<file path="src/xte_pkg.sv">
// Shared types, character constants and sequence tables for the XML text escaper.
`default_nettype none

package xte_pkg;

    // Opcodes of an input item; the two unused codes behave as raw.
    localparam logic [2:0] OP_CONTENT = 3'd0;
    localparam logic [2:0] OP_ATTR    = 3'd1;
    localparam logic [2:0] OP_CDATA   = 3'd2;
    localparam logic [2:0] OP_COMMENT = 3'd3;
    localparam logic [2:0] OP_PI      = 3'd4;
    localparam logic [2:0] OP_RAW     = 3'd5;

    // Register indexes on the configuration port.
    localparam logic [1:0] REG_NL_LENGTH = 2'd0;
    localparam logic [1:0] REG_NL_FIRST  = 2'd1;
    localparam logic [1:0] REG_NL_SECOND = 2'd2;

    localparam logic [15:0] U_LF       = 16'h000A;
    localparam logic [15:0] U_QUOTE    = 16'h0022;
    localparam logic [15:0] U_AMP      = 16'h0026;
    localparam logic [15:0] U_LT       = 16'h003C;
    localparam logic [15:0] U_GT       = 16'h003E;
    localparam logic [15:0] U_QMARK    = 16'h003F;
    localparam logic [15:0] U_HYPHEN   = 16'h002D;
    localparam logic [15:0] U_SPACE    = 16'h0020;
    localparam logic [15:0] U_RBRACKET = 16'h005D;

    localparam logic [15:0] ENT_LT [4] = '{16'h0026, 16'h006C, 16'h0074, 16'h003B};
    localparam logic [15:0] ENT_GT [4] = '{16'h0026, 16'h0067, 16'h0074, 16'h003B};
    localparam logic [15:0] ENT_AMP [5] =
        '{16'h0026, 16'h0061, 16'h006D, 16'h0070, 16'h003B};
    localparam logic [15:0] ENT_QUOT [6] =
        '{16'h0026, 16'h0071, 16'h0075, 16'h006F, 16'h0074, 16'h003B};
    localparam logic [15:0] ENT_LF [5] =
        '{16'h0026, 16'h0023, 16'h0031, 16'h0030, 16'h003B};
    localparam logic [15:0] CDATA_SPLIT [13] = '{
        16'h005D, 16'h005D, 16'h003E, 16'h003C, 16'h0021, 16'h005B, 16'h0043,
        16'h0044, 16'h0041, 16'h0054, 16'h0041, 16'h005B, 16'h003E
    };

    // Output sequence chosen for one input unit.
    typedef enum logic [3:0] {
        SEQ_UNIT,
        SEQ_LT,
        SEQ_GT,
        SEQ_AMP,
        SEQ_QUOT,
        SEQ_LF_ENT,
        SEQ_NEWLINE,
        SEQ_CDATA,
        SEQ_SPACE_BEFORE,
        SEQ_SPACE_AFTER,
        SEQ_SPACE_BOTH
    } seq_kind_t;

    typedef struct packed {
        logic [2:0]  opcode;
        logic [15:0] code_unit;
        logic        last_in_run;
    } item_t;

    typedef struct packed {
        logic [15:0] out_unit;
        logic        last_of_item;
        logic        run_done;
    } result_t;

    typedef struct packed {
        logic [1:0]  newline_length;
        logic [15:0] newline_first;
        logic [15:0] newline_second;
    } cfg_t;

    typedef struct packed {
        logic [15:0] previous_unit;
        logic [1:0]  bracket_count;
    } ctx_t;

    // What the emitter needs to play out one input item.
    typedef struct packed {
        seq_kind_t   kind;
        logic [3:0]  len;
        logic [15:0] unit;
        logic        last;
    } desc_t;

    function automatic logic [15:0] xte_seq_unit(
        input seq_kind_t   kind,
        input logic [3:0]  idx,
        input logic [15:0] unit,
        input logic [15:0] nl_first,
        input logic [15:0] nl_second
    );
        logic [15:0] res;
        res = unit;
        unique case (kind)
            SEQ_UNIT:         res = unit;
            SEQ_LT:           res = ENT_LT[idx[1:0]];
            SEQ_GT:           res = ENT_GT[idx[1:0]];
            SEQ_AMP:          res = ENT_AMP[idx[2:0]];
            SEQ_QUOT:         res = ENT_QUOT[idx[2:0]];
            SEQ_LF_ENT:       res = ENT_LF[idx[2:0]];
            SEQ_NEWLINE:      res = (idx == 4'd0) ? nl_first : nl_second;
            SEQ_CDATA:        res = CDATA_SPLIT[idx];
            SEQ_SPACE_BEFORE: res = (idx == 4'd0) ? U_SPACE : unit;
            SEQ_SPACE_AFTER:  res = (idx == 4'd0) ? unit : U_SPACE;
            SEQ_SPACE_BOTH:   res = (idx == 4'd1) ? unit : U_SPACE;
            default:          res = unit;
        endcase
        return res;
    endfunction

endpackage

`default_nettype wire

</file>
<file path="src/xml_text_escaper.sv">
// Top level of the XML text escaper: configuration, run context and datapath.
`default_nettype none

//  channel  | signals                                 | direction
//  ---------+-----------------------------------------+----------
//  item     | item_valid, item_ready, item            | in
//  result   | result_valid, result_ready, result      | out
//  config   | cfg_valid, cfg_ready, cfg_index, cfg_data | in
//
//  An item that expands to n units (1 to 13) holds the sequencer until its last
//  unit has gone out; an unchanged unit needs only one, so plain text streams at
//  one transfer per cycle while the result is not stalled. The unit counter in
//  the emitter steps through each item's units. Reset loads the default separator
//  (one LF) and clears the run context and all valid flags. A stalled result holds
//  in the result register while the next unit is already prepared in the item register.

module xml_text_escaper
    import xte_pkg::*;
(
    input  logic        clk,
    input  logic        rst_n,
    input  logic        item_valid,
    output logic        item_ready,
    input  item_t       item,
    output logic        result_valid,
    input  logic        result_ready,
    output result_t     result,
    input  logic        cfg_valid,
    output logic        cfg_ready,
    input  logic [1:0]  cfg_index,
    input  logic [15:0] cfg_data
);

    cfg_t  cfg_reg;
    ctx_t  ctx_reg;
    ctx_t  ctx_next;
    desc_t desc;
    logic  take_ok;
    logic  item_take;

    // Registers are always writable; the user must write them only while idle, the block does not enforce it.
    assign cfg_ready = 1'b1;

    assign item_ready = take_ok;
    assign item_take  = item_valid && take_ok;

    always_ff @(posedge clk or negedge rst_n)
    begin
        if (!rst_n)
        begin
            cfg_reg.newline_length <= 2'd1;
            cfg_reg.newline_first  <= U_LF;
            cfg_reg.newline_second <= U_LF;
        end
        else if (cfg_valid)
        begin
            unique case (cfg_index)
                REG_NL_LENGTH: cfg_reg.newline_length <= cfg_data[1:0];
                REG_NL_FIRST:  cfg_reg.newline_first  <= cfg_data;
                REG_NL_SECOND: cfg_reg.newline_second <= cfg_data;
                default:       ;
            endcase
        end
    end

    // Advance the run context on every accepted transfer, whatever the mode.
    always_ff @(posedge clk or negedge rst_n)
    begin
        if (!rst_n)
            ctx_reg <= '0;
        else if (item_take)
            ctx_reg <= ctx_next;
    end

    xte_classify u_classify (
        .item     (item),
        .ctx      (ctx_reg),
        .cfg      (cfg_reg),
        .desc     (desc),
        .ctx_next (ctx_next)
    );

    xte_emitter u_emitter (
        .clk          (clk),
        .rst_n        (rst_n),
        .load         (item_take),
        .desc         (desc),
        .cfg          (cfg_reg),
        .take_ok      (take_ok),
        .result_valid (result_valid),
        .result_ready (result_ready),
        .result       (result)
    );

endmodule

`default_nettype wire

</file>
<file path="src/xte_classify.sv">
// Escape rule selection for one input unit and the next run context.
`default_nettype none

module xte_classify
    import xte_pkg::*;
(
    input  item_t item,
    input  ctx_t  ctx,
    input  cfg_t  cfg,
    output desc_t desc,
    output ctx_t  ctx_next
);

    seq_kind_t   kind;
    logic [15:0] u;
    logic        pre_hyphen;

    assign u          = item.code_unit;
    assign pre_hyphen = (ctx.previous_unit == U_HYPHEN);

    always_comb
    begin
        kind = SEQ_UNIT;
        unique case (item.opcode)
            OP_CONTENT:
            begin
                priority if (u == U_LT) kind = SEQ_LT;
                else if (u == U_GT)     kind = SEQ_GT;
                else if (u == U_AMP)    kind = SEQ_AMP;
                else if (u == U_LF)     kind = SEQ_NEWLINE;
                else                    kind = SEQ_UNIT;
            end
            OP_ATTR:
            begin
                priority if (u == U_LT) kind = SEQ_LT;
                else if (u == U_GT)     kind = SEQ_GT;
                else if (u == U_AMP)    kind = SEQ_AMP;
                else if (u == U_LF)     kind = SEQ_LF_ENT;
                else if (u == U_QUOTE)  kind = SEQ_QUOT;
                else                    kind = SEQ_UNIT;
            end
            OP_CDATA:
            begin
                priority if (u == U_GT && ctx.bracket_count >= 2'd2) kind = SEQ_CDATA;
                else if (u == U_LF)                                 kind = SEQ_NEWLINE;
                else                                                kind = SEQ_UNIT;
            end
            OP_COMMENT:
            begin
                priority if (u != U_HYPHEN)            kind = SEQ_UNIT;
                else if (pre_hyphen && item.last_in_run) kind = SEQ_SPACE_BOTH;
                else if (pre_hyphen)                     kind = SEQ_SPACE_BEFORE;
                else if (item.last_in_run)               kind = SEQ_SPACE_AFTER;
                else                                     kind = SEQ_UNIT;
            end
            OP_PI:
            begin
                if (u == U_GT && ctx.previous_unit == U_QMARK)
                    kind = SEQ_SPACE_BEFORE;
                else
                    kind = SEQ_UNIT;
            end
            default: kind = SEQ_UNIT;
        endcase
    end

    always_comb
    begin
        desc.kind = kind;
        desc.unit = u;
        desc.last = item.last_in_run;
        unique case (kind)
            SEQ_UNIT:         desc.len = 4'd1;
            SEQ_LT:           desc.len = 4'd4;
            SEQ_GT:           desc.len = 4'd4;
            SEQ_AMP:          desc.len = 4'd5;
            SEQ_QUOT:         desc.len = 4'd6;
            SEQ_LF_ENT:       desc.len = 4'd5;
            SEQ_NEWLINE:      desc.len = cfg.newline_length[1] ? 4'd2 : 4'd1;
            SEQ_CDATA:        desc.len = 4'd13;
            SEQ_SPACE_BEFORE: desc.len = 4'd2;
            SEQ_SPACE_AFTER:  desc.len = 4'd2;
            SEQ_SPACE_BOTH:   desc.len = 4'd3;
            default:          desc.len = 4'd1;
        endcase
    end

    // Track the bracket run and the previous unit; clear both at run end.
    always_comb
    begin
        ctx_next.previous_unit = u;
        if (u == U_RBRACKET)
            ctx_next.bracket_count = (ctx.bracket_count < 2'd2) ?
                                     ctx.bracket_count + 2'd1 : ctx.bracket_count;
        else
            ctx_next.bracket_count = 2'd0;
        if (item.last_in_run)
        begin
            ctx_next.previous_unit = '0;
            ctx_next.bracket_count = 2'd0;
        end
    end

endmodule

`default_nettype wire

</file>
<file path="src/xte_emitter.sv">
// Item register, unit sequencer and result register of the escaper.
`default_nettype none

module xte_emitter
    import xte_pkg::*;
(
    input  logic    clk,
    input  logic    rst_n,
    input  logic    load,
    input  desc_t   desc,
    input  cfg_t    cfg,
    output logic    take_ok,
    output logic    result_valid,
    input  logic    result_ready,
    output result_t result
);

    desc_t      desc_reg;
    logic       desc_valid_reg;
    logic [3:0] idx_reg;
    logic [3:0] idx_next;
    logic       out_valid_reg;
    result_t    out_reg;
    result_t    out_next;
    logic       out_free;
    logic       emit;
    logic       final_unit;

    assign out_free   = !out_valid_reg || result_ready;
    assign emit       = desc_valid_reg && out_free;
    assign final_unit = (idx_reg == desc_reg.len - 4'd1);
    assign take_ok    = !desc_valid_reg || (emit && final_unit);
    assign idx_next   = idx_reg + 4'd1;

    always_comb
    begin
        out_next.out_unit     = xte_seq_unit(desc_reg.kind, idx_reg, desc_reg.unit,
                                             cfg.newline_first, cfg.newline_second);
        out_next.last_of_item = final_unit;
        out_next.run_done     = final_unit && desc_reg.last;
    end

    always_ff @(posedge clk or negedge rst_n)
    begin
        if (!rst_n)
        begin
            desc_valid_reg <= 1'b0;
            idx_reg        <= 4'd0;
            out_valid_reg  <= 1'b0;
        end
        else
        begin
            if (load)
            begin
                desc_valid_reg <= 1'b1;
                idx_reg        <= 4'd0;
            end
            else if (emit && final_unit)
                desc_valid_reg <= 1'b0;
            else if (emit)
                idx_reg <= idx_next;

            if (emit)
                out_valid_reg <= 1'b1;
            else if (result_ready)
                out_valid_reg <= 1'b0;
        end
    end

    always_ff @(posedge clk)
    begin
        if (load)
            desc_reg <= desc;
        if (emit)
            out_reg <= out_next;
    end

    assign result_valid = out_valid_reg;
    assign result       = out_reg;

endmodule

`default_nettype wire

</file>
<file path="config.mk">
export PLATFORM = sky130hd
export DESIGN_NAME = xml_text_escaper
export DESIGN_NICKNAME = d
export VERILOG_FILES = /design/src/xte_pkg.sv /design/src/xml_text_escaper.sv /design/src/xte_classify.sv /design/src/xte_emitter.sv
export SDC_FILE = /design/constraint.sdc
export NUM_CORES = 1
export LEC_CHECK = 0
export BUFFER_PORTS_ARGS = -buffer_cell sky130_fd_sc_hd__buf_2
export CAP_MARGIN = 25
export CORE_MARGIN = 2
export CORE_UTILIZATION = 58
export DETAILED_ROUTE_END_ITERATION = 6
export PLACE_DENSITY = 0.85
export SYNTH_ARGS = -nofsm -noshare
export SYNTH_HDL_FRONTEND = slang
export SYNTH_SLANG_ARGS = --single-unit
</file>
<file path="constraint.sdc">
create_clock -name clk -period 3.2 [get_ports clk]
set_input_delay 0.16 -clock clk [delete_from_list [all_inputs] [get_ports clk]]
set_output_delay 0.16 -clock clk [all_outputs]
set_load 0.01 [all_outputs]
</file>
Word level (Yosys, flattened, before mapping)
Memory sizes are Yosys's and may differ from the RTL's.
Index checks and enable logic that the tools add are counted.
{"block": "totals", "reg_bits": 101, "mem_bits_ro": 640, "input_bits": 43, "wordCells": 141, "mem_count": 4}
{"block": "classes", "addsub": 3, "magnitude_cmp": 5, "eq_ne": 39, "muxes": 47, "bitwise_logic": 3, "n_reduce_logical": 25}
{"memory": "(no name shown)", "words": 16, "width": 16, "rd": 1, "rd_ports_with_merged_regs": 0, "write_ports": 0, "line": "xte_pkg.sv:105", "rtl": "SEQ_CDATA: res = CDATA_SPLIT[idx];"}
{"memory": "(no name shown)", "words": 8, "width": 16, "rd": 1, "rd_ports_with_merged_regs": 0, "write_ports": 0, "line": "xte_pkg.sv:103", "rtl": "SEQ_LF_ENT: res = ENT_LF[idx[2:0]];"}
{"memory": "(no name shown)", "words": 8, "width": 16, "rd": 1, "rd_ports_with_merged_regs": 0, "write_ports": 0, "line": "xte_pkg.sv:101", "rtl": "SEQ_AMP: res = ENT_AMP[idx[2:0]];"}
{"memory": "(no name shown)", "words": 8, "width": 16, "rd": 1, "rd_ports_with_merged_regs": 0, "write_ports": 0, "line": "xte_pkg.sv:102", "rtl": "SEQ_QUOT: res = ENT_QUOT[idx[2:0]];"}
{"operator": "two-way mux 16 bit", "count": 16}
{"operator": "one-hot mux 16 bit (10 select lines)", "count": 1}
{"operator": "== test 16 x 6 -> 1 bit (second input constant)", "count": 6}
{"operator": "binary-select mux 16 bit (select 2 bit)", "count": 2}
{"operator": "two-way mux 4 bit", "count": 16}
{"operator": "== test 4 x 3 -> 1 bit (second input constant)", "count": 8}
{"operator": "one-hot mux 4 bit (7 select lines)", "count": 1}
{"operator": "== test 4 bit (second input constant)", "count": 6}
{"operator": "one-hot mux 4 bit (5 select lines)", "count": 1}
{"operator": "two-way mux 18 bit", "count": 1}
{"operator": "== test 16 x 4 -> 1 bit (second input constant)", "count": 1}
{"operator": "== test 16 x 7 -> 1 bit (second input constant)", "count": 1}
{"operator": "== test 4 x 2 -> 1 bit (second input constant)", "count": 4}
{"operator": "!= test 16 x 6 -> 1 bit (second input constant)", "count": 1}
{"operator": "== test 4 x 1 -> 1 bit (second input constant)", "count": 3}
{"operator": "AND reduction 2 bit", "count": 5}
{"operator": "logical AND 1 bit", "count": 7}
{"operator": "== test 3 x 2 -> 1 bit (second input constant)", "count": 2}
{"operator": "two-way mux 2 bit", "count": 3}
{"operator": "two-way mux 3 bit", "count": 2}
{"operator": "nonzero test 2 bit", "count": 3}
{"operator": "OR reduction 2 bit", "count": 3}
{"operator": "greater-or-equal comparator 5 bit (second input constant)", "count": 1}
{"operator": "NOT 4 -> 5 bit", "count": 1}
{"operator": "other kinds (22)", "count": 27}

Logic depth before layout (Yosys ltp)
{"block": "depth", "depth_word": 10, "ltp_mapped": 11, "mapped_depth_nobuf": 9}

Hierarchy
Synthesis repeated with hierarchy kept, for this count alone.
{"block": "unflattened", "hier_cells": 475, "hier_area_um2": 5778.0}
{"module": "xte_emitter", "instances": 1, "cells_per_inst": 255, "area_per_inst_um2": 2955.3}
{"module": "xml_text_escaper", "instances": 1, "cells_per_inst": 114, "area_per_inst_um2": 2064.5}
{"module": "xte_classify", "instances": 1, "cells_per_inst": 106, "area_per_inst_um2": 758.2}

Worst setup path before layout
No wires, ideal clock.
{"block": "synth_path", "kind": "reg2reg", "start": "register u_emitter.desc_reg[17] (netlist bit)", "end": "register u_emitter.desc_reg[0] (netlist bit), enable pin", "setup_ns": 0.383, "t_arrival_ns": 2.090, "t_required_ns": 2.817, "setup_slack_ns": 0.728, "path_stages_with_launch": 8, "path_buffers": 0, "path_cell_list": "edfxtp_1 inv_1 ha_1 xnor2_1 nor4_2 a21bo_2 nand2_2 inv_1"}
{"block": "synth_between", "elab_chain_len": 5}
{"item": "start: declaration", "line": "xte_emitter.sv:18", "rtl": "desc_t desc_reg;"}
{"item": "start signal: assignment", "line": "xte_emitter.sv:73", "rtl": "desc_reg <= desc;"}
{"item": "subtractor 4 x 1 -> 4 bit", "line": "xte_emitter.sv:31", "rtl": "assign final_unit = (idx_reg == desc_reg.len - 4'd1);"}
{"item": "== test 4 bit", "line": "xte_emitter.sv:31"}
{"item": "named net u_emitter.final_unit", "line": "xte_emitter.sv:27", "rtl": "logic final_unit;"}
{"item": "logical AND 1 bit", "line": "xte_emitter.sv:32", "rtl": "assign take_ok = !desc_valid_reg || (emit && final_unit);"}
{"item": "logical OR 1 bit", "line": "xte_emitter.sv:32"}
{"item": "named net item_ready", "line": "xml_text_escaper.sv:23", "rtl": "output logic item_ready,"}
{"item": "logical AND 1 bit", "line": "xml_text_escaper.sv:45", "rtl": "assign item_take = item_valid && take_ok;"}
{"item": "named net item_take", "line": "xml_text_escaper.sv:39", "rtl": "logic item_take;"}
The timed path passes the listed nets, and every way through them passes these cells.
A chain may end at the register's enable or synchronous reset.

==> summary.txt <==
Run status
  • Status: finished, final reports clean

Yosys
  • Share of the synthesized area in the top cell type: 25.3%
  • Most instantiated cells after synthesis: 53 x dfrtp_1, 43 x edfxtp_1, 39 x nand2_1
  • Ys async rst share: between 50% and 60%
  • Dominant synthesized flop cell: dfrtp_1
  • Synthesized cell area: about 5200 um2
  • Synthesis Warnings: 0
  • Synth Register Bits: 100
  • Post-synthesis sequential area ratio: ~52%
  • Post-synth EDFFs: 43
  • Synth Area per Inst: roughly 11 um2
  • Post-Syn Nets: 518
  • Yosys top cell by area: dfrtp_1
  • Dominant cell by count in the synthesized netlist: dfrtp_1
  • Gate Count Post-Synth: ~470
  • Distinct cell type count of the synthesized netlist: 80
  • Top post-synthesis cells by area: dfrtp_1 25%, edfxtp_1 25%, mux2_2 7.3%

Global routing
  • Vias in the first global route: between 3000 and 4000
  • Pin count of the biggest net entering global routing: 43
  • Initial antenna violation count: 1
  • First-pass GRT wire length: around 20000 um
  • Global route overflow: 0
  • All-Layer GR Usage: between 20% and 30%

Cells and area
  • Non-filler cells, final: about 640
  • Final nets: 580
  • Max reg flops: 33
  • Util after Layout: 67.3%
  • Final Instance Area: about 5900 um2
  • Share of layout cells above drive strength 1: around 28%
  • Area Growth Syn to Fin: 12.4%

Timing
  • Clock skew: 0.0165 ns
  • Slew @ Worst Pin: ~0.9 ns
  • Final worst slack: ~0.63 ns
  • RSZ-0062 raised after global routing: no
  • Setup violations, final: 0
  • Slew HR: ~40%
  • FMAX: roughly 390 MHz
  • Hold Vio Cnt, Final: 0
  • Slew Viols, Final: 0
  • Post-route setup TNS: 0 ns
  • Crit share post-route: 80.4%
  • Tmin final: roughly 2.6 ns

Route
  • DRT Pass-1 Iters: 7
  • Post-route DRC: 0
  • Vias: just over 4000
  • Via-to-Cell Ratio: about 6.4
  • Detail Route Antenna Nets: 0
  • Final WL: between 10000 and 15000 um
  • WL/cell: 19.2 um
  • Initial DRC count: 225

Worst setup path
  • Critical path type: reg2reg
  • CP Cell Sequence: inv_1, ha_1, and2_1, nor3_1, a2111oi_2, o21ai_1, a2111o_1
  • Top cell family by delay on the critical path: compound AO/OA/AOI/OAI gates
  • Maximum fanout along the worst path: 12
  • Slowest-stage cell, CP: dfrtp_1
  • Worst setup SP type: flop
  • R2R cell count: 7
  • Critical Path Sink Type: flop
  • Critical Path AT: 2.68 ns
  • Crit path buffers/inverters: 1
  • WP depth: 7
  • WP data required: about 3.3 ns
  • Max incr delay on CP: 0.53 ns

CTS
  • Clk_lat worst skew: 0.37 ns
  • Setup bufs post-CTS: 0
  • CTS buffer count: 9
  • Cell at the root of the clock tree: clkbuf_8
  • Worst-case clock buffer depth: 2
  • CTS H-tree lvls: 3
  • Clk sink count: 100
  • Worst-path clk slew: 0.11 ns
  • CTS tree: built

Min path
  • Hold/Removal Path Class: in2reg
  • Hold depth: 2

Die
  • Total Die Area: about 10000 um2
  • Std-Cell Core Area: between 8000 and 9000 um2
  • Die height: 99.1 um
  • Starting Density: approximately three fifths
  • Die Wd: 99.1 um
  • Rows: 34
  • Top-level I/O count: 64

Placement
  • Post-detail-place hpwl: approximately 8700 um
  • Dpl cell area: between 5000 and 6000 um2
  • Pre-CTS setup slack: slightly below 0.7 ns
  • IO Port Bufs: 62
  • GP Congestion: 0.921
  • DP Cell Count: ~620

Job
  • Max_cap viols: 0

Pwr
  • PwrDens: around 670 nW/um2
  • Largest vdd supply drop: 0.343 mV
  • Leakage: approximately 2.4 nW
==> path summary, 6_finish.rpt <==
| kind | slack, ns | from | to |
|---|---|---|---|
| setup / recovery | 0.63 | u_emitter.idx_reg[0]$_DFFE_PN0P_ | u_emitter.result[2]$_DFFE_PP_ |
| hold / removal | 0.03 | cfg_data[15] | cfg_reg[15]$_DFFE_PN0P_ |
| setup reg to reg | 0.63 | u_emitter.idx_reg[0]$_DFFE_PN0P_ | u_emitter.result[2]$_DFFE_PP_ |
| hold reg to reg | 0.48 | u_emitter.desc_valid_reg$_DFFE_PN0P_ | u_emitter.result_valid$_DFFE_PN0P_ |
| max in group asynchronous | 2.32 | rst_n | cfg_reg[14]$_DFFE_PN0P_ |
| min in group asynchronous | 0.15 | rst_n | u_emitter.idx_reg[3]$_DFFE_PN0P_ |
==> cell usage in the layout, fill, tap and decap left out, drive strengths merged, types with 3 or more instances in the layout <==
master / n
o21ai: 39
nor2: 28
buf: 73
xnor2: 8
nand2: 40
nand2b: 24
nand4: 9
clkinv: 4
nor2b: 4
clkbuf: 9
ha: 8
dfrtp: 53
and4b: 3
mux2i: 20
inv: 16
dfstp: 4
and2: 7
edfxtp: 43
nand3: 8
mux2: 34
o211ai: 3
nor3: 10
a211oi: 7
nor4: 9
o221ai: 3
o32ai: 4
or4: 3
nand3b: 3
and3: 3
a21oi: 11
==> worst reg2reg max path, stage by stage (launching register included) <==
cell and delay, ns:
dfrtp_1 0.53, inv_1 0.17, ha_1 0.28, and2_1 0.22, nor3_1 0.07, a2111oi_2 0.36
o21ai_1 0.23, a2111o_1 0.48
==> timing repair <==
| item | in CTS | in global routing |
|---|---|---|
| gates resized for setup | 0 | 0 |
| endpoints found under the hold margin | 12 | 0 |
| hold buffers | 1 | 0 |
==> cell families (layout without fill, tap and decap cells) <==
| kind of cell | Yosys count | in the layout | synth area share, % |
|---|---|---|---|
| multiplexers | 54 | 54 | 11.1 |
| buffers and inverters | 36 | 103 | 2.98 |
| AO/OA/AOI/OAI | 94 | 94 | 12.3 |
| adder cells (fa/ha/maj) | 8 | 8 | 1.91 |
| flip-flops | 100 | 100 | 51.9 |
| AND/OR/NAND/NOR | 165 | 165 | 18.2 |
| other | 1 | 2 | 0.0715 |
| XOR/XNOR | 9 | 9 | 1.50 |
==> through the flow <==
| step | total power, W | hold WS (ns) |
|---|---|---|
| floorplan | 0.00276 | -0.136 |
| global placement | 0.00311 | 0.366 |
| detailed placement | 0.00318 | 0.393 |
| CTS | 0.00395 | 0.0115 |
| global route | 0.00419 | 0.0137 |
| finish | 0.00397 | 0.0315 |
==> cell type report <==
class / instances / area [um2]
Antenna cell: 1 / 2.50
Inverter: 13 / 48.8
Sequential cell: 100 / 2720
Multi-Input combinational cell: 331 / 2370
Fill cell: 666 / 2870
Timing Repair Buffer: 74 / 428
Clock inverter: 7 / 67.6
Tap cell: 108 / 135
Clock buffer: 9 / 124
==> metal layers <==
layer | track usage (%) | part of all wire (%) | vias to the layer above
li1 | - | - | 1853
met1 | 35.5 | 41 | 1973
met2 | 42.2 | 48 | 234
met3 | 4.71 | 8.9 | 35
met4 | 9.69 | 2.5 | 0
met5 | 0 | 0 | -
==> report_power, final <==
group	leakage, nW	internal [W]	switching (W)	total [W]
Sequential	1.10	0.00166	0.000226	0.00189
Clock	0.0993	0.000304	0.000480	0.000784
Combinational	1.18	0.000550	0.000745	0.00130
Total	2.37	0.00252	0.00145	0.00397
Power figures use the tool's default switching activity.
